**config.mk**
```make
export PLATFORM = sky130hd
export DESIGN_NAME = ifrc_queue
export DESIGN_NICKNAME = d
export VERILOG_FILES = /design/src/rtl/ifrc_queue.sv
export SDC_FILE = /design/constraint.sdc
export NUM_CORES = 1
export LEC_CHECK = 0
export BUFFER_PORTS_ARGS = -buffer_cell sky130_fd_sc_hd__buf_4
export CAP_MARGIN = 20
export CORE_MARGIN = 2
export CORE_UTILIZATION = 44
export DETAILED_ROUTE_END_ITERATION = 16
export GPL_ROUTABILITY_DRIVEN = 0
export PLACE_DENSITY = 0.74
export SYNTH_ARGS = -nofsm -noshare
export SYNTH_HDL_FRONTEND = slang
export SYNTH_SLANG_ARGS = --single-unit
```
**constraint.sdc**
```tcl
create_clock -name i_clk -period 1.3 [get_ports i_clk]
set_clock_uncertainty 0.1 [all_clocks]
set_input_delay 0.26 -clock i_clk [delete_from_list [all_inputs] [get_ports i_clk]]
set_output_delay 0.26 -clock i_clk [all_outputs]
set_load 0.03 [all_outputs]
```
**src/rtl/ifrc_queue.sv**
```systemverilog
// Two-entry queue between front and back.
module ifrc_queue #(
    parameter int W = 8
) (
    input  logic         i_clk,
    input  logic         i_rst_n,
    input  logic         i_valid,
    output logic         o_ready,
    input  logic [W-1:0] i_data,
    output logic         o_valid,
    input  logic         i_ready,
    output logic [W-1:0] o_data
);
    logic [W-1:0] r_mem [2];
    logic r_wp, r_rp;
    logic [1:0] r_cnt;
    logic wr, rd;

    assign o_ready = r_cnt != 2'd2;
    assign o_valid = r_cnt != 2'd0;
    assign wr = i_valid && o_ready;
    assign rd = o_valid && i_ready;
    assign o_data = r_mem[r_rp];

    always_ff @(posedge i_clk) begin
        if (!i_rst_n) begin
            r_wp <= 1'b0; r_rp <= 1'b0; r_cnt <= 2'd0;
        end else begin
            if (wr) r_wp <= !r_wp;
            if (rd) r_rp <= !r_rp;
            r_cnt <= r_cnt + 2'(wr) - 2'(rd);
        end
        if (wr) r_mem[r_wp] <= i_data;
    end
endmodule

```
Yosys cells after proc, flatten, opt, wreduce, memory -nomap -nowiden
Memories as Yosys holds them, arrays and structs flattened. A register that Yosys moved wholly into a read port is not among the register bits.
Cells that the tools add are included.
{"block": "word_totals", "regBits": 4, "latchBits": 0, "ramBits": 16, "romBits": 0, "in_bits": 12, "out_inout_bits": 10, "wordCells": 16, "mem_count": 1}
{"name": "r_mem", "words": 2, "word_bits": 8, "read_ports": 1, "rd_ports_with_merged_regs": 1, "wr": 1, "line_no": "14", "source": "logic [W-1:0] r_mem [2];"}
{"block": "classes", "add_sub_neg": 2, "mul": 0, "div_mod_pow": 0, "order_cmp": 0, "eq_ne": 1, "shift": 0, "mux": 4, "bitwise": 0, "reduce_logical": 5}
{"cell": "two-way mux 1 bit", "n": 4}
{"cell": "adder 2 x 1 -> 2 bit", "n": 1}
{"cell": "logical AND 1 bit", "n": 2}
{"cell": "zero test 1 bit", "n": 2}
{"cell": "inequality test 2 bit (second input constant)", "n": 1}
{"cell": "nonzero test 2 bit", "n": 1}
{"cell": "subtractor 2 x 1 -> 2 bit", "n": 1}

Longest topological paths before layout
Gate-level depths: netlist of run 1.
{"block": "depth", "word_depth": 4, "ltp_mapped": 6, "depth_no_buf": 6}

Worst setup path before layout of run 1
Ideal clock, no wire load.
{"block": "synth_path", "kind": "register to register", "from": "reg r_cnt[0]", "to": "mem r_mem[1][0], enable pin", "setup_ns": 0.332, "arrival_ns": 1.098, "required_ns": 0.868, "path_slack_ns": -0.230, "stages_incl_launch_ff": 3, "path_buffers": 0, "period_less_slack_ns": 1.530, "path_cell_list": "dfxtp_1 nand2b_1 and3_1"}
{"block": "synth_via", "elab_chain_len": 4}
{"element": "start: declaration", "line_no": "16", "source": "logic [1:0] r_cnt;"}
{"element": "start signal: assignment", "line_no": "31", "source": "r_cnt <= r_cnt + 2'(wr) - 2'(rd);"}
{"element": "inequality test 2 bit", "line_no": "19", "source": "assign o_ready = r_cnt != 2'd2;"}
{"element": "via o_ready", "line_no": "8", "source": "output logic o_ready,"}
{"element": "logical AND 1 bit", "line_no": "21", "source": "assign wr = i_valid && o_ready;"}
{"element": "two-way mux 1 bit", "line_no": "33", "source": "if (wr) r_mem[r_wp] <= i_data;"}
{"element": "two-way mux 1 bit (not written as such)", "line_no": "33"}
{"element": "end: declaration", "line_no": "14"}
The timed path passes the listed nets, and every way through them passes these cells.

==> reports/metrics.yaml, run 1 <==
run_status:
  status: "finished, violations left"
  violations: "setup timing"
critical_path:
  crit_path_cell_trace: "buf_6, mux2_4, buf_6"
  path_max_fanout: 5
  cp_slowest_cell: "dfxtp_2"
  worstPathArrival_ns: 1.23
  critPathMostFrequentCell: "buf_6"
  cp-start-kind: "flop"
  end_kind: "output port"
  crit_family: "flip-flops"
  crit_type: "reg -> out"
  crit_buf_inv: 2
  slowest_delay_ns: 0.36
  required_ns: 0.94
routing:
  drtIter0Drc: 2
  num_vias: 555
  drtPass1Iterations: 4
  post-route-drc-count: 0
  vias_per_cell: 4.91
  wirelength_mm: 1.60
  ant_nets: 0
  wl_per_cell_um: 14.2
timing:
  worst_pin_slew_ns: 0.363
  slew_viol_final: 0
  rsz0062_at_grt: "yes"
  timing.final.ws_setup_ns: -0.287
  fin_crit_ns: 1.59
  slew_headroom_pct: 75.5
  tns_ns: -2.49
  setup_viol: 12
  hold_viol_final: 0
  fmax_mhz: 630
  finalCritPeriodShare_pct: 122
floorplanning:
  row_count: 15
  core_area_um2: 1760
  die_x_um: 47.6
  dieHeight_um: 47.6
  io-pin-count: 22
  start_util_pct: 47.4
  die_area_um2: 2260
power_and_ir_drop:
  power_frac_clock_pct: 13.8
  p_int_w: 0.00144
  p_total_w: 0.00210
  pwr-share-seq_pct: 42.6
  power_density_nw_per_um2: 1660
  leakagePower_nw: 0.517
  p_comb_share_pct: 43.5
  swShare_pct: 31.1
  ir_drop_mv: 0.970
  p_sw_w: 0.000651
grt:
  grt_pass1_wl_mm: 2.37
  antenna_found_initial: 0
  grt_usage_pct: 15.9
  grt_max_degree: 13
  gr-total-overflow: 0
  grt_pass1_vias: 556
synth:
  syn_inst: 55
  yosysWarnings: 0
  synth_cell_types: 23
  syn_avg_cell_area_um2: 15.2
  synth_fp_nets: 68
  synth_area_um2: 836
  synth-seq-area-share_pct: 69.5
  synth-seq-cells: 21
cts:
  htree_num_levels: 1
  root_buffer: "clkbuf_4"
  clk_latency_ns: 0.28
  cts_sinks: 21
  clk_pin_slew_ns: 0.11
  cts_tree: "done"
  ctsLongestPathBuffers: 2
  cts_hold_buf: 0
  cts_buffers: 3
finish:
  final_net_count: 102
  final_common_cell: "buf_4"
  ff_latch_area_um2: 589
  stdcell_area_um2: 1260
  final-instance-count-excl-fill: 113
  n_fill_cell: 131
  final_cell_mix: "buf_4 (17), edfxtp_1 (16), buf_6 (13)"
  n_antenna_cell: 0
  final_core_util_pct: 71.6
  drive_gt1_share_pct: 65.9
  multi_input_area_um2: 334
  syn_to_final_growth_pct: 51.2
place:
  dp_cells: 107
  placed_cell_area_um2: 1080
  port_buffers: 21
  place_hpwl_mm: 1.13
hold_path:
  worstHoldPathType: "in -> reg"
run:
  drv_cap: 0
kinds of logic after synthesis:
kind of cell / Yosys count / share of synthesized area (%)
flip-flops: 21 / 69.5
AND/OR/NAND/NOR: 15 / 10.5
multiplexers: 8 / 10.8
AO/OA/AOI/OAI: 6 / 5.24
buffers and inverters: 3 / 1.50
XOR/XNOR: 1 / 1.05
adder cells (fa/ha/maj): 1 / 1.50
registers in the layout, summed over array words and instances, names as in the netlist, named ones only:
name and cells:
r_wp 1, r_cnt 2, r_mem 16, r_rp 1
layer usage:
| metal | share of wire (%) | vias to the layer above | track usage [%] |
|---|---|---|---|
| met5 | 0 | - | 0 |
| met4 | 0.69 | 0 | 4.86 |
| met3 | 2.7 | 2 | 3.77 |
| met2 | 59 | 10 | 30.3 |
| met1 | 38 | 271 | 17.3 |
| li1 | - | 272 | - |
cell type report:
cell class | instances | share of cell area (%)
clock inverters | 1 | 0.396
repair buffers | 30 | 21.7
multi-input cells | 31 | 26.4
flip-flops and latches | 21 | 46.6
inverters | 2 | 0.594
clock buffers | 3 | 1.78
well taps | 25 | 2.48
what timing repair did:
| action | 4_1_cts | 5_1_grt |
|---|---|---|
| pin swaps | 1 | 1 |
| setup endpoints to repair | 28 | 20 |
| resized for setup | 25 | 12 |
| setup buffers | 2 | 0 |
per-stage QoR:
| stage | hold slack, ns | setup slack, ns |
|---|---|---|
| 2_1_floorplan | 0.259 | -0.0461 |
| 3_3_place_gp | 0.345 | -0.120 |
| 3_5_place_dp | 0.347 | -0.194 |
| 4_1_cts | 0.0458 | -0.295 |
| 5_1_grt | 0.0331 | -0.336 |
| 6_report | 0.0532 | -0.287 |
final timing paths:
path	start	to	slack (ns)	cells after the start
worst min-delay path	i_data[7]	r_mem[1][7]	0.05	1
worst max register to register	r_cnt[1]	r_cnt[1]	-0.10	6
worst max-delay path	flop	o_data[6]	-0.29	3
worst min register to register	r_rp	r_rp	0.43	2
cell usage after synthesis:
| cell | n | share of area [%] |
|---|---|---|
| nand2b_1 | 1 | 0.75 |
| nor4_1 | 1 | 0.75 |
| o21ba_2 | 1 | 1.2 |
| edfxtp_1 | 16 | 57 |
| a21bo_2 | 1 | 1.2 |
| ha_1 | 1 | 1.5 |
| a21oi_1 | 1 | 0.60 |
| and3_1 | 2 | 1.5 |
| and2_1 | 1 | 0.75 |
| nand3_1 | 1 | 0.60 |
| dfxtp_1 | 5 | 12 |
| mux2_2 | 8 | 11 |
| o21ai_0 | 2 | 1.2 |
| xor2_1 | 1 | 1.0 |
| nand3b_1 | 1 | 0.90 |
| o31a_1 | 1 | 1.0 |
| nor2_1 | 4 | 1.8 |
| inv_1 | 2 | 0.90 |
| buf_2 | 1 | 0.60 |
| or2_2 | 1 | 0.75 |
| nor4bb_1 | 1 | 1.2 |
| and2b_1 | 1 | 0.90 |
| nor3_1 | 1 | 0.60 |
power by group through the flow:
stage | clock network, W | registers, W | logic, W
after CTS | 0.000300 | 0.000884 | 0.000844
final | 0.000290 | 0.000893 | 0.000912
after global placement | 0 | 0.000879 | 0.000660
after floorplan | 0 | 0.000875 | 0.000436
after detailed placement | 0 | 0.000885 | 0.000677
after global routing | 0.000318 | 0.000907 | 0.000963
Power figures use the tool's default switching activity.
==> run 2, diff against run 1 <==
Settings changed: SETUP_SLACK_MARGIN set to 0.15.
==> run 2 against run 1 <==
  * The run still ends with setup timing left
  * Worst hold slack worse by 0.010 ns
  * Clock power increased by 1%
  * Cell area is 3.7% higher
  * Cell count rose by 0.88%
  * Combinational power rose by 3.7%
  * Critical path depth fell by 1
  * Critical path type unchanged
==> reports/metrics.yaml, run 2 (synthesis gave the netlist of run 1 again) <==
grt:
  grt_usage_pct: 16.1
  grt_util_met2_pct: 29.2
  grt_max_degree: 12
  grt_pass1_vias: 548
  busiest_layer: "met2"
  antenna_found_initial: 0
  met3_usage_pct: 4.91
  grtUsageMet1_pct: 14.6
  gr-total-overflow: 0
  grt_pass1_wl_mm: 2.30
routing:
  wl_per_cell_um: 14.2
  vias_per_cell: 4.94
  drtPass1Iterations: 3
  ant_nets: 0
  wirelength_mm: 1.62
  num_vias: 563
  post-route-drc-count: 0
  drtIter0Drc: 13
timing:
  worst_pin_slew_ns: 0.321
  fin_crit_ns: 1.57
  rsz0062_at_grt: "yes"
  timing.final.ws_setup_ns: -0.265
  setup_viol: 20
  slew_viol_final: 0
  fmax_mhz: 639
  slew_headroom_pct: 78.5
  finalCritPeriodShare_pct: 120
  hold_viol_final: 0
place:
  port_buffers: 21
  placed_cell_area_um2: 1110
  place_hpwl_mm: 1.02
  dp_cells: 106
floorplanning:
  dieHeight_um: 47.6
  core_area_um2: 1760
  start_util_pct: 47.4
  row_count: 15
  die_x_um: 47.6
  io-pin-count: 22
  die_area_um2: 2260
power_and_ir_drop:
  ir_drop_mv: 1.10
  power_density_nw_per_um2: 1660
  leakagePower_nw: 0.529
cts:
  ctsLongestPathBuffers: 2
  root_buffer: "clkbuf_4"
  clk_pin_slew_ns: 0.10
  cts_buffers: 3
  cts_hold_buf: 0
  cts_sinks: 21
  htree_num_levels: 1
  cts_tree: "done"
  clk_latency_ns: 0.29
critical_path:
  r2r_slack_ns: -0.09
  path_max_fanout: 8
  crit_type: "reg -> out"
  ff2ff_path_depth: 6
  worstPathArrival_ns: 1.21
  end_kind: "output port"
  required_ns: 0.94
  worstReg2RegEnd: "r_cnt[1]"
  r2r-start: "r_cnt[1]"
  cp-start-kind: "flop"
hold_path:
  worstHoldPathType: "in -> reg"
  hold_start: "i_data[4]"
  holdPathStages: 1
  min_to: "r_mem[0][4]"
finish:
  final-instance-count-excl-fill: 114
  final_core_util_pct: 74.3
  syn_to_final_growth_pct: 56.7
  stdcell_area_um2: 1310
  top_regs: "r_mem (16), r_cnt (2)"
  n_antenna_cell: 0
  final_net_count: 103
  final_common_cell: "buf_4"
  drive_gt1_share_pct: 67.4
  final_cell_mix: "buf_4 (19), edfxtp_1 (16), buf_6 (12)"
  regMostFlops: "r_mem"
  largest_reg_flops: 16
run_status:
  violations: "setup timing"
  status: "finished, violations left"
run:
  drv_cap: 0
-- run 2: changes by cell type in the layout (fill, tap and decap cells not counted), sizes merged --
cell / previous run / this run
clkbuf: 3 / 4
buf: 30 / 31
clkinv: 1 / 0
-- run 2: area by class of cell --
cell class / count / area [um2]
repair buffers: 31 / 278
fillers: 134 / 454
flip-flops and latches: 21 / 592
inverters: 2 / 10.0
well taps: 25 / 31.3
multi-input cells: 31 / 373
clock buffers: 4 / 26.3
-- run 2: power breakdown --
part	switching, W	internal (W)
Clock	0.000175	0.000119
Combinational	0.000416	0.000530
Sequential	0.0000947	0.000836
-- run 2: worst max-delay path: stages, from the launching register on --
cell and delay (ns):
dfxtp_4 0.45, mux2_4 0.32, buf_6 0.14
-- run 2: routing by layer --
layer  part of all wire, %  wire, um
met3                   6.2       100
met1                    34       553
met5                     0         0
met4                   6.0        97
met2                    54       866
-- run 2: how the worst max path moves through the flow --
| stage | startpoint | slack, ns | to |
|---|---|---|---|
| 2_1_floorplan | r_cnt[1] | -0.05 | r_cnt[1] |
| 3_3_place_gp | i_ready | -0.11 | r_cnt[1] |
| 3_5_place_dp | i_ready | -0.15 | r_cnt[1] |
| 4_1_cts | flop | -0.27 | o_data[6] |
| 5_1_grt | flop | -0.32 | o_data[2] |
| 6_report | flop | -0.27 | o_data[6] |
-- run 2: timing repair --
| item | CTS | global route |
|---|---|---|
| setup endpoints to repair | 28 | 31 |
| setup buffers | 3 | 1 |
| hold endpoints to repair | 0 | 0 |
| resized for setup | 21 | 12 |
| pin swaps | 7 | 7 |
-- run 2: per-stage QoR --
stage / setup TNS (ns) / power, W / setup slack [ns] / hold slack, ns
floorplan: -0.0889 / 0.00138 / -0.0461 / 0.259
global placement: -0.408 / 0.00158 / -0.113 / 0.345
detailed placement: -0.448 / 0.00160 / -0.150 / 0.347
CTS: -2.58 / 0.00205 / -0.273 / 0.0367
global route: -3.40 / 0.00228 / -0.318 / 0.0219
finish: -2.51 / 0.00217 / -0.265 / 0.0430
