File: src/rtl/ifrc_pkg.sv
// Package: shared types and codes for the image fit rectangle calculator.
package ifrc_pkg;

    localparam logic [1:0] MODE_FILL    = 2'd0;
    localparam logic [1:0] MODE_CONTAIN = 2'd1;
    localparam logic [1:0] MODE_COVER   = 2'd2;
    localparam logic [1:0] MODE_SCALE   = 2'd3;

    localparam logic [2:0] REG_FIT_MODE = 3'd0;
    localparam logic [2:0] REG_BOUNDS_X = 3'd1;
    localparam logic [2:0] REG_BOUNDS_Y = 3'd2;
    localparam logic [2:0] REG_BOUNDS_W = 3'd3;
    localparam logic [2:0] REG_BOUNDS_H = 3'd4;

    // Operation codes handed from front to back.
    localparam logic [1:0] OP_PASS = 2'd0;  // full source, full bounds
    localparam logic [1:0] OP_CENT = 2'd1;  // unscaled centering
    localparam logic [1:0] OP_DSTD = 2'd2;  // contain: scale dst dimension
    localparam logic [1:0] OP_SRCD = 2'd3;  // cover: crop src dimension

    typedef struct packed {
        logic [12:0] tex_width;
        logic [12:0] tex_height;
    } t_in;

    typedef struct packed {
        logic [16:0] src_x;
        logic [16:0] src_y;
        logic [16:0] src_w;
        logic [16:0] src_h;
        logic [20:0] dst_x;
        logic [20:0] dst_y;
        logic [16:0] dst_w;
        logic [16:0] dst_h;
        logic        zero_size_error;
    } t_out;

endpackage

File: src/rtl/ifrc_front.sv
// Front end: saturates dimensions, compares aspect, classifies the operation.
module ifrc_front import ifrc_pkg::*; #(
    parameter int MAX_DIM_BITS = 12
) (
    input  logic                  i_clk,
    input  logic                  i_rst_n,
    input  logic                  i_valid,
    output logic                  o_ready,
    input  t_in                   i_data,
    input  logic [1:0]            i_fit_mode,
    input  logic [12:0]           i_bounds_w,
    input  logic [12:0]           i_bounds_h,
    output logic                  o_valid,
    input  logic                  i_ready,
    output logic [1:0]            o_op,
    output logic                  o_wider,
    output logic                  o_err,
    output logic [MAX_DIM_BITS:0] o_tw,
    output logic [MAX_DIM_BITS:0] o_th,
    output logic [MAX_DIM_BITS:0] o_bw,
    output logic [MAX_DIM_BITS:0] o_bh
);
    localparam int DW = MAX_DIM_BITS + 1;
    localparam logic [DW-1:0] DMAX = DW'(1) << MAX_DIM_BITS;

    logic r_vld;
    logic [1:0] r_op;
    logic r_wider, r_err;
    logic [DW-1:0] r_tw, r_th, r_bw, r_bh;
    logic [DW-1:0] tw, th, bw, bh;
    logic [2*DW-1:0] p1, p2;
    logic err, wider, fits;
    logic [1:0] op;

    // Compare at full width so no input bit is lost before the check.
    function automatic logic [DW-1:0] sat(input logic [12:0] v);
        sat = (32'(v) > 32'(DMAX)) ? DMAX : DW'(v);
    endfunction

    always_comb begin
        tw = sat(i_data.tex_width);
        th = sat(i_data.tex_height);
        bw = sat(i_bounds_w);
        bh = sat(i_bounds_h);
        p1 = tw * bh;
        p2 = th * bw;
        wider = p1 > p2;
        err = (tw == '0) || (th == '0) || (bw == '0) || (bh == '0);
        fits = (tw <= bw) && (th <= bh);
        case (i_fit_mode)
            MODE_FILL:    op = OP_PASS;
            MODE_CONTAIN: op = OP_DSTD;
            MODE_COVER:   op = OP_SRCD;
            MODE_SCALE:   op = fits ? OP_CENT : OP_DSTD;
            default:      op = OP_PASS;
        endcase
        if (err) op = OP_PASS;
    end

    assign o_ready = !r_vld || i_ready;

    always_ff @(posedge i_clk) begin
        if (!i_rst_n) begin
            r_vld <= 1'b0;
        end else if (o_ready) begin
            r_vld <= i_valid;
        end
        if (o_ready && i_valid) begin
            r_op <= op; r_wider <= wider; r_err <= err;
            r_tw <= tw; r_th <= th; r_bw <= bw; r_bh <= bh;
        end
    end

    assign o_valid = r_vld;
    assign o_op = r_op;
    assign o_wider = r_wider;
    assign o_err = r_err;
    assign o_tw = r_tw;
    assign o_th = r_th;
    assign o_bw = r_bw;
    assign o_bh = r_bh;
endmodule

File: config.mk
export PLATFORM = sky130hd
export DESIGN_NAME = ifrc_front
export DESIGN_NICKNAME = d
export VERILOG_FILES = /design/src/rtl/ifrc_pkg.sv /design/src/rtl/ifrc_front.sv
export SDC_FILE = /design/constraint.sdc
export NUM_CORES = 1
export LEC_CHECK = 0
export BUFFER_PORTS_ARGS = -buffer_cell sky130_fd_sc_hd__buf_2
export CAP_MARGIN = 40
export CELL_PAD_IN_SITES_DETAIL_PLACEMENT = 1
export CELL_PAD_IN_SITES_GLOBAL_PLACEMENT = 2
export CORE_MARGIN = 5
export CORE_UTILIZATION = 39
export CTS_CLUSTER_SIZE = 14
export DETAILED_ROUTE_END_ITERATION = 8
export PLACE_DENSITY_LB_ADDON = 0.1
export SYNTH_ARGS = -nofsm -noshare
export SYNTH_HDL_FRONTEND = slang
export SYNTH_SLANG_ARGS = --single-unit
File: constraint.sdc
create_clock -name i_clk -period 8.9 [get_ports i_clk]
set_clock_uncertainty 0.05 [all_clocks]
set_input_delay 1.335 -clock i_clk [delete_from_list [all_inputs] [get_ports i_clk]]
set_output_delay 1.335 -clock i_clk [all_outputs]
set_load 0.05 [all_outputs]
# Word level (Yosys, flattened, before mapping)
# Index checks and enable logic that the tools add are counted.
dict set report word_totals {
  regBits 57
  input_bits 58
}
dict set report op_classes {
  n_lt_le_gt_ge 7
  eq_ne 3
  reduce_logical 12
  n_mul 2
  muxes 6
}
# operator count
set op_table {}
lappend op_table {{$gt 13x13->1 const B} 4}
lappend op_table {{$logic_not 13->1} 4}
lappend op_table {{$mul 13x13->26} 2}
lappend op_table {{$mux 13} 4}
lappend op_table {{$gt 26x26->1} 1}
lappend op_table {{$le 13x13->1} 2}
lappend op_table {{$pmux 2 s4} 1}
lappend op_table {{$eq 2x2->1 const B} 2}
lappend op_table {{$logic_or 1x1->1} 4}
lappend op_table {{$eq 2x1->1 const B} 1}
lappend op_table {{$logic_and 1x1->1} 2}
lappend op_table {{$logic_not 2->1} 1}
lappend op_table {{$mux 2} 1}
lappend op_table {{$logic_not 1->1} 1}

# Depth between registers and ports, before layout
# Gate-level depths: netlist of run 1.
dict set report depth {
  ltp_word 6
  depth_mapped 30
  ltp_nobuf 28
}

# Worst setup path after synthesis of run 1
# Ideal clock, no wire load.
dict set report synth_timing {
  kind {input to register}
  startpoint {input port i_bounds_w[12]}
  endpoint {register r_wider, in the netlist o_wider, data pin}
  arrival_time_ns 7.446
  setup_ns 0.272
  setup_slack_ns 1.132
  path_buffers 3
  cell_stages 29
  path_cell_list {clkbuf_1 buf_2 inv_2 nand2_1 inv_1 clkbuf_1 nand2_1 fa_1 fa_1 fa_1 inv_1 fa_1 inv_1 fa_1 inv_1 ha_1 nand2_1 o21ai_2 nand2b_1 o21ai_2 o31ai_1 xnor2_1 ha_1 a21o_1 a21o_1 a21oi_1 nor3_1 a2111oi_0 o21ai_0}
}
dict set report synth_between {
  elab_chain_cells 4
}
# item line_no
set synth_rtl {}
lappend synth_rtl {{from (decl)} ifrc_front.sv:11} ;# input logic [12:0] i_bounds_w,
lappend synth_rtl {{$gt 13x13->1} ifrc_front.sv:37} ;# sat = (32'(v) > 32'(DMAX)) ? DMAX : DW'(v);
lappend synth_rtl {{$mux 13} ifrc_front.sv:37}
lappend synth_rtl {{net bw[4]} ifrc_front.sv:30} ;# logic [DW-1:0] tw, th, bw, bh;
lappend synth_rtl {{$mul 13x13->26} ifrc_front.sv:46} ;# p2 = th * bw;
lappend synth_rtl {{$gt 26x26->1} ifrc_front.sv:47} ;# wider = p1 > p2;
lappend synth_rtl {{net wider} ifrc_front.sv:32} ;# logic err, wider, fits;
lappend synth_rtl {{to (signal assigned)} ifrc_front.sv:69} ;# r_op <= op; r_wider <= wider; r_err <= err;
lappend synth_rtl {{to (decl)} ifrc_front.sv:28} ;# logic r_wider, r_err;
# The timed path passes the listed nets, and every way through them passes these cells.
# A chain may end at the register's enable or synchronous reset.

# Worst setup path in the final report of run 1
dict set report layout_timing {
  startpoint {input port i_bounds_w[12]}
  endpoint {register r_wider, in the netlist o_wider, data pin}
}
dict set report layout_between {
  elab_chain_cells 4
}
# item line_no
set layout_rtl {}
lappend layout_rtl {{$gt 13x13->1} ifrc_front.sv:37}
lappend layout_rtl {{$mux 13 (*)} ifrc_front.sv:37}
lappend layout_rtl {{$mul 13x13->26 (*)} ifrc_front.sv:46}
lappend layout_rtl {{$gt 26x26->1 (*)} ifrc_front.sv:47}
lappend layout_rtl {{net wider} ifrc_front.sv:32}
# Mark *: on every way through the listed nets, which the timed path passes. The rest lies on a longest branch.

==> results by group, run 1 <==
Worst setup path
  – Most used cell, CP: fa_1
  – Critical path's largest stage delay: 0.55 ns
  – CP Buf/Inv Count: 6
  – CP required: 9.06 ns
  – Reg2reg start: o_valid$_SDFFE_PN0N_
  – Critical path arrival: 8.56 ns
  – Setup Crit Path Kind: in -> reg
  – Crit-path slowest cell: nor4_2
  – Critical Path Sink Type: flop
  – Max FO, Critical Path: 19
  – Worst setup SP type: primary input
  – Crit path from: i_bounds_w[12]
  – Largest delay share family, worst path: adder cells

Logic synthesis
  – Main synth FF type: edfxtp_1
  – Ys Warns: 0
  – Post-synth EDFFs: 56
  – Synth cell types: 59
  – Asr flop ratio synth: 0%
  – Most common cell in the netlist: inv_1
  – Synth area leaders: fa_1, ha_1, edfxtp_1
  – Most frequent cells after synthesis: inv_1, fa_1, nand2_1
  – Seq cells post-synth: 57
  – Synth Cell Area: 14200 µm²
  – Post-synth top area cell: fa_1
  – Mapped Cells: 1624
  – Post-synthesis sequential area ratio: 12.0%
  – Synth top area share: 34.2%
  – Syn Area/Cell: 8.72 µm²
  – Syn nets: 2118

Route
  – Post-route antenna net violation count: 0
  – WL/cell: 21.3 µm
  – DRC errors left: 0
  – Initial DRC count: 601
  – Vias: 11600
  – Vias per Instance: 5.23
  – 1st-pass router iterations: 5
  – Detailed Route WL: 47300 µm

Finish
  – Share of cells above drive strength 1: 11.1%
  – Post-layout util: 44.2%
  – Area growth syn-to-layout: 11.6%
  – Final Non-Filler Cells: 2226
  – Post-route cell area: 15800 µm²
  – Final nets: 2253
  – # fillers: 4296

Global routing
  – Total congestion overflow: 0
  – Wire length of the first global-routing pass: 75200 µm
  – Antenna violations before repair: 1
  – Largest net degree at the start of global routing: 57
  – Vias in the first global route: 13000
  – GRT Util Overall: 24.0%

Timing
  – Worst slew margin: 46.2%
  – Final setup vio count: 0
  – RSZ-0062 raised after global routing: false
  – Achievable Freq: 0.119 GHz
  – Slew Limit Fails: 0
  – Final Critical Period: 8.41 ns
  – Slew at the pin with the worst max-slew slack: 0.807 ns
  – Final Hold Fails: 0
  – Worst Slack Setup Final: 0.493 ns
  – Final Cycle Share: 94.5%
  – Setup TNS Final: 0 ns

Clock network
  – Post-CTS Setup Bufs: 0
  – TritonCTS Buffers: 9
  – Root Buffer: clkbuf_16
  – CTS max path bufs: 2
  – Clock sink count: 57
  – # hold bufs at CTS: 0
  – Clock tree from TritonCTS: yes
  – Htree depth: 3
  – Post-CTS Resized: 0
  – Clk_lat worst skew: 0.34 ns
  – Clk pin slew, worst setup/hold paths: 0.07 ns

Die
  – Chip Width: 201 µm
  – Core area: 35700 µm²
  – Die H: 201 µm
  – Die area: 40200 µm²
  – Initial Util: 39.6%
  – FP Rows: 69
  – Io pins: 116

Worst hold path
  – Min-delay src: o_valid$_SDFFE_PN0N_
  – Worst Hold Class: reg -> reg

Placed design
  – Placer congestion estimate: 0.902
  – Worst slack, placed: -0.231 ns
  – Dpl cell area: 15500 µm²
  – Placed cell count: 2209
  – Post-DP HPWL: 41300 µm
  – Port Buffer Count: 115

Pwr
  – Max IR drop VDD: 64.0 µV
  – P_leak: 0.00836 µW
  – Power per Cell Area: 116 nW/µm²

Status
  – Outcome: complete, no violations

Flow run
  – Maxcap violations: 0
==> cell type report <==
type	count	area, µm²	share of cell area [%]
diodes	1	2.50	0.0158
repair buffers	163	936	5.92
multi-input cells	1160	10900	69.2
clock inverters	7	47.5	0.301
flip-flops and latches	57	1700	10.8
clock buffers	9	225	1.42
well taps	461	577	3.65
inverters	368	1380	8.74
==> metal layers <==
layer  track usage, %  wire length (µm)
met5                0                 0
met4             5.88              1180
met3             4.78              2870
met2             39.1             22100
met1             33.1             21200
==> per-stage QoR <==
step,power (µW),hold WS [ns]
detailed placement,1520,0.483
floorplan,1170,1.10
global placement,1500,0.466
global route,2020,0.539
finish,1840,0.485
CTS,1870,0.491
==> path summary, 6_finish.rpt <==
kind | to | depth (start not counted) | slack (ns)
setup reg to reg | o_bh[9]$_DFFE_PP_ | 3 | 7.27
setup / recovery | o_wider$_DFFE_PP_ | 25 | 0.49
hold reg to reg | o_valid$_SDFFE_PN0N_ | 2 | 0.48
hold / removal | o_valid$_SDFFE_PN0N_ | 2 | 0.48
==> logic make-up after synthesis <==
family | Yosys count | share of synthesized area (%)
adder cells (fa/ha/maj) | 436 | 51.3
XOR/XNOR | 42 | 2.60
flip-flops | 57 | 12.0
AND/OR/NAND/NOR | 526 | 15.6
buffers and inverters | 407 | 10.8
multiplexers | 1 | 0.0707
AO/OA/AOI/OAI | 155 | 7.55
==> where the power goes <==
part | leakage, µW | total (µW) | internal, µW | switching [µW]
Combinational | 0.00767 | 1190 | 449 | 738
Clock | 0.000131 | 328 | 187 | 140
Sequential | 0.000565 | 325 | 318 | 6.99
==> tightest hold or removal path, stage by stage, from the launching register on <==
cell and delay [ns]:
dfxtp_1 0.30, nand2b_1 0.10, a21boi_0 0.09
==> cells in the final DEF, fill, tap and decap left out, drive strengths merged, types with 7 or more instances in the layout <==
cell,count
ha,194
o21bai,7
edfxtp,56
nor2,203
nor2b,26
nand4,18
xnor2,22
buf,163
fa,242
xor2,20
nand2,222
nand3,9
clkbuf,9
a211oi,7
o21ai,28
a21o,34
nor3,13
a21oi,44
nor4,9
inv,352
and3,10
clkinv,21
==> sequential cells by signal, summed over array words and instances, names as in the netlist <==
| register | count |
|---|---|
| o_op | 2 |
| o_tw | 13 |
| o_bh | 13 |
| o_th | 13 |
| o_wider | 1 |
| o_bw | 13 |
| o_valid | 1 |
| o_err | 1 |
No activity file was read; power rests on OpenSTA's default activity.
==> run 2, diff against run 1 <==
CTS_BUF_LIST = sky130_fd_sc_hd__clkbuf_8   (was default)
==> run 2 against run 1 <==
Compared with the run above: sequential share of layout area is 0.069 points higher; final area shrank 0.64%; setup slack better by 0.070 ns; worst hold slack better by 0.0022 ns; wire length shrank 0.28%; cell count did not move; fmax is 0.84% higher; largest cell class unchanged; largest power group unchanged.
==> results by group, run 2 (same netlist as run 1, synthesis figures left out) <==
Global routing
  – Wire length of the first global-routing pass: 74900 µm (-0.37%)
  – GRT Util Overall: 23.9% (-0.068 points)
  – Total congestion overflow: 0 (unchanged)
  – Antenna violations before repair: 2 (+1)
  – Largest net degree at the start of global routing: 57 (unchanged)
  – Vias in the first global route: 12900 (-0.22%)

Clock network
  – Root Buffer: clkbuf_8
  – TritonCTS Buffers: 9 (unchanged)
  – Clk_lat worst skew: 0.37 ns (+0.03 ns)
  – Post-CTS Resized: 0 (unchanged)
  – CTS max path bufs: 2 (unchanged)
  – Clock sink count: 57 (unchanged)
  – Clock tree from TritonCTS: yes
  – Htree depth: 3 (unchanged)
  – Clk pin slew, worst setup/hold paths: 0.10 ns (+0.03 ns)
  – # hold bufs at CTS: 0 (unchanged)
  – Post-CTS Setup Bufs: 0 (unchanged)

Route
  – Vias per Instance: 5.22 (-0.18%)
  – Post-route antenna net violation count: 0 (unchanged)
  – 1st-pass router iterations: 5 (unchanged)
  – Vias: 11600 (-0.18%)
  – WL/cell: 21.2 µm (-0.28%)
  – Initial DRC count: 627 (+4.3%)
  – DRC errors left: 0 (unchanged)
  – Detailed Route WL: 47200 µm (-0.28%)

Finish
  – Post-route cell area: 15700 µm² (-0.64%)
  – Multi-input combinational cell area: 10900 µm² (unchanged)
  – Most frequent cells in the layout: inv_1, fa_1, nand2_1
  – Final nets: 2253 (unchanged)
  – # fillers: 4309 (+0.30%)
  – Post-layout util: 43.9% (-0.28 points)
  – Flip-flop and latch area: 1700 µm² (unchanged)
  – Most common cell after layout, fill and taps aside: inv_1
  – Share of cells above drive strength 1: 11.1% (unchanged)
  – Area growth syn-to-layout: 10.9%

Pwr
  – Power per Cell Area: 111 nW/µm² (-4.8%)
  – Max IR drop VDD: 70.1 µV (+9.6%)
  – P_leak: 0.00832 µW (-0.55%)
  – Final Total Pwr: 1740 µW (-5.4%)

Timing
  – Final Cycle Share: 93.7% (-0.79 points)
  – Slew at the pin with the worst max-slew slack: 0.809 ns (+0.00135 ns)
  – RSZ-0062 raised after global routing: false
  – Final Hold Fails: 0 (unchanged)
  – Worst slew margin: 46.1% (-0.090 points)
  – Achievable Freq: 0.120 GHz (+0.84%)
  – Final Critical Period: 8.34 ns (-0.0704 ns)
  – Worst Slack Setup Final: 0.563 ns (+0.0704 ns)
  – Slew Limit Fails: 0 (unchanged)
  – Setup TNS Final: 0 ns (unchanged)
  – Final setup vio count: 0 (unchanged)

Worst setup path
  – Flop2flop setup slack: 7.26 ns (about the same)
  – Worst setup SP type: primary input
  – Setup Crit Path Kind: in -> reg
  – Max FO, Critical Path: 19 (unchanged)
  – CP required: 9.10 ns (+0.04 ns)
  – Critical path arrival: 8.53 ns (-0.03 ns)
  – Critical Path Sink Type: flop

Die
  – Die area: 40200 µm² (unchanged)
  – Io pins: 116 (unchanged)
  – Chip Width: 201 µm (unchanged)
  – Initial Util: 39.6% (unchanged)
  – FP Rows: 69 (unchanged)
  – Die H: 201 µm (unchanged)
  – Core area: 35700 µm² (unchanged)

Placed design
  – Placer congestion estimate: 0.902 (unchanged)
  – Port Buffer Count: 115 (unchanged)
  – Worst slack, placed: -0.231 ns (unchanged)
  – Post-DP HPWL: 41300 µm (unchanged)
  – Dpl cell area: 15500 µm² (unchanged)

Flow run
  – Maxcap violations: 0 (unchanged)

Worst hold path
  – Worst Hold Class: reg -> reg

Status
  – Outcome: complete, no violations
[run 2: cell counts in the layout (fill, tap and decap cells not counted)]
No cell type changed its count.
[run 2: critical path, stage by stage]
cell and delay [ns]:
buf_2 0.24, inv_2 0.28, nand2_1 0.25, inv_1 0.41, nand2_1 0.15, fa_1 0.52
fa_1 0.51, inv_1 0.05, fa_1 0.53, fa_1 0.52, inv_1 0.05, fa_1 0.47
inv_1 0.04, ha_1 0.36, a21oi_1 0.31, nand2_1 0.08, or2_1 0.22, o21ai_1 0.31
o31ai_1 0.14, xnor2_1 0.16, ha_1 0.34, nand4_1 0.16, nor4_2 0.54, o311ai_0 0.37
o21ai_0 0.15
[run 2: power breakdown]
part           switching, µW  internal, µW  total, µW
combinational            737           449       1190
clock                    129           100        229
sequential              7.14           317        324
total                    873           866       1740
[run 2: stage by stage]
| stage | instances | hold slack, ns |
|---|---|---|
| final | 2226 | 0.487 |
| after global routing | 2225 | 0.543 |
| after CTS | 2225 | 0.493 |
| after detailed placement | 2209 | 0.483 |
| after global placement | 2209 | 0.466 |
| after floorplan | 1624 | 1.10 |
[run 2: worst paths after layout]
check	startpoint	to	cells after the start
worst min register to register	o_valid$_SDFFE_PN0N_	o_valid$_SDFFE_PN0N_	2
worst max-delay path	i_bounds_w[12]	o_wider$_DFFE_PP_	25
worst max register to register	o_valid$_SDFFE_PN0N_	o_bh[9]$_DFFE_PP_	3
worst min-delay path	o_valid$_SDFFE_PN0N_	o_valid$_SDFFE_PN0N_	2
[run 2: cell type report]
cell class              instances  share of cell area, %
clock inverters                 7                  0.303
clock buffers                   9                  0.789
flip-flops and latches         57                   10.8
multi-input cells            1160                   69.6
inverters                     368                   8.79
diodes                          1                 0.0159
repair buffers                163                   5.96
well taps                     461                   3.67
[run 2: routing by layer]
metal | up-vias | track usage [%] | wire length, µm
met5 | - | 0 | 0
met4 | 0 | 5.41 | 984
met3 | 48 | 4.98 | 2960
met2 | 310 | 39.0 | 22100
met1 | 5945 | 33.0 | 21200
li1 | 5313 | - | -
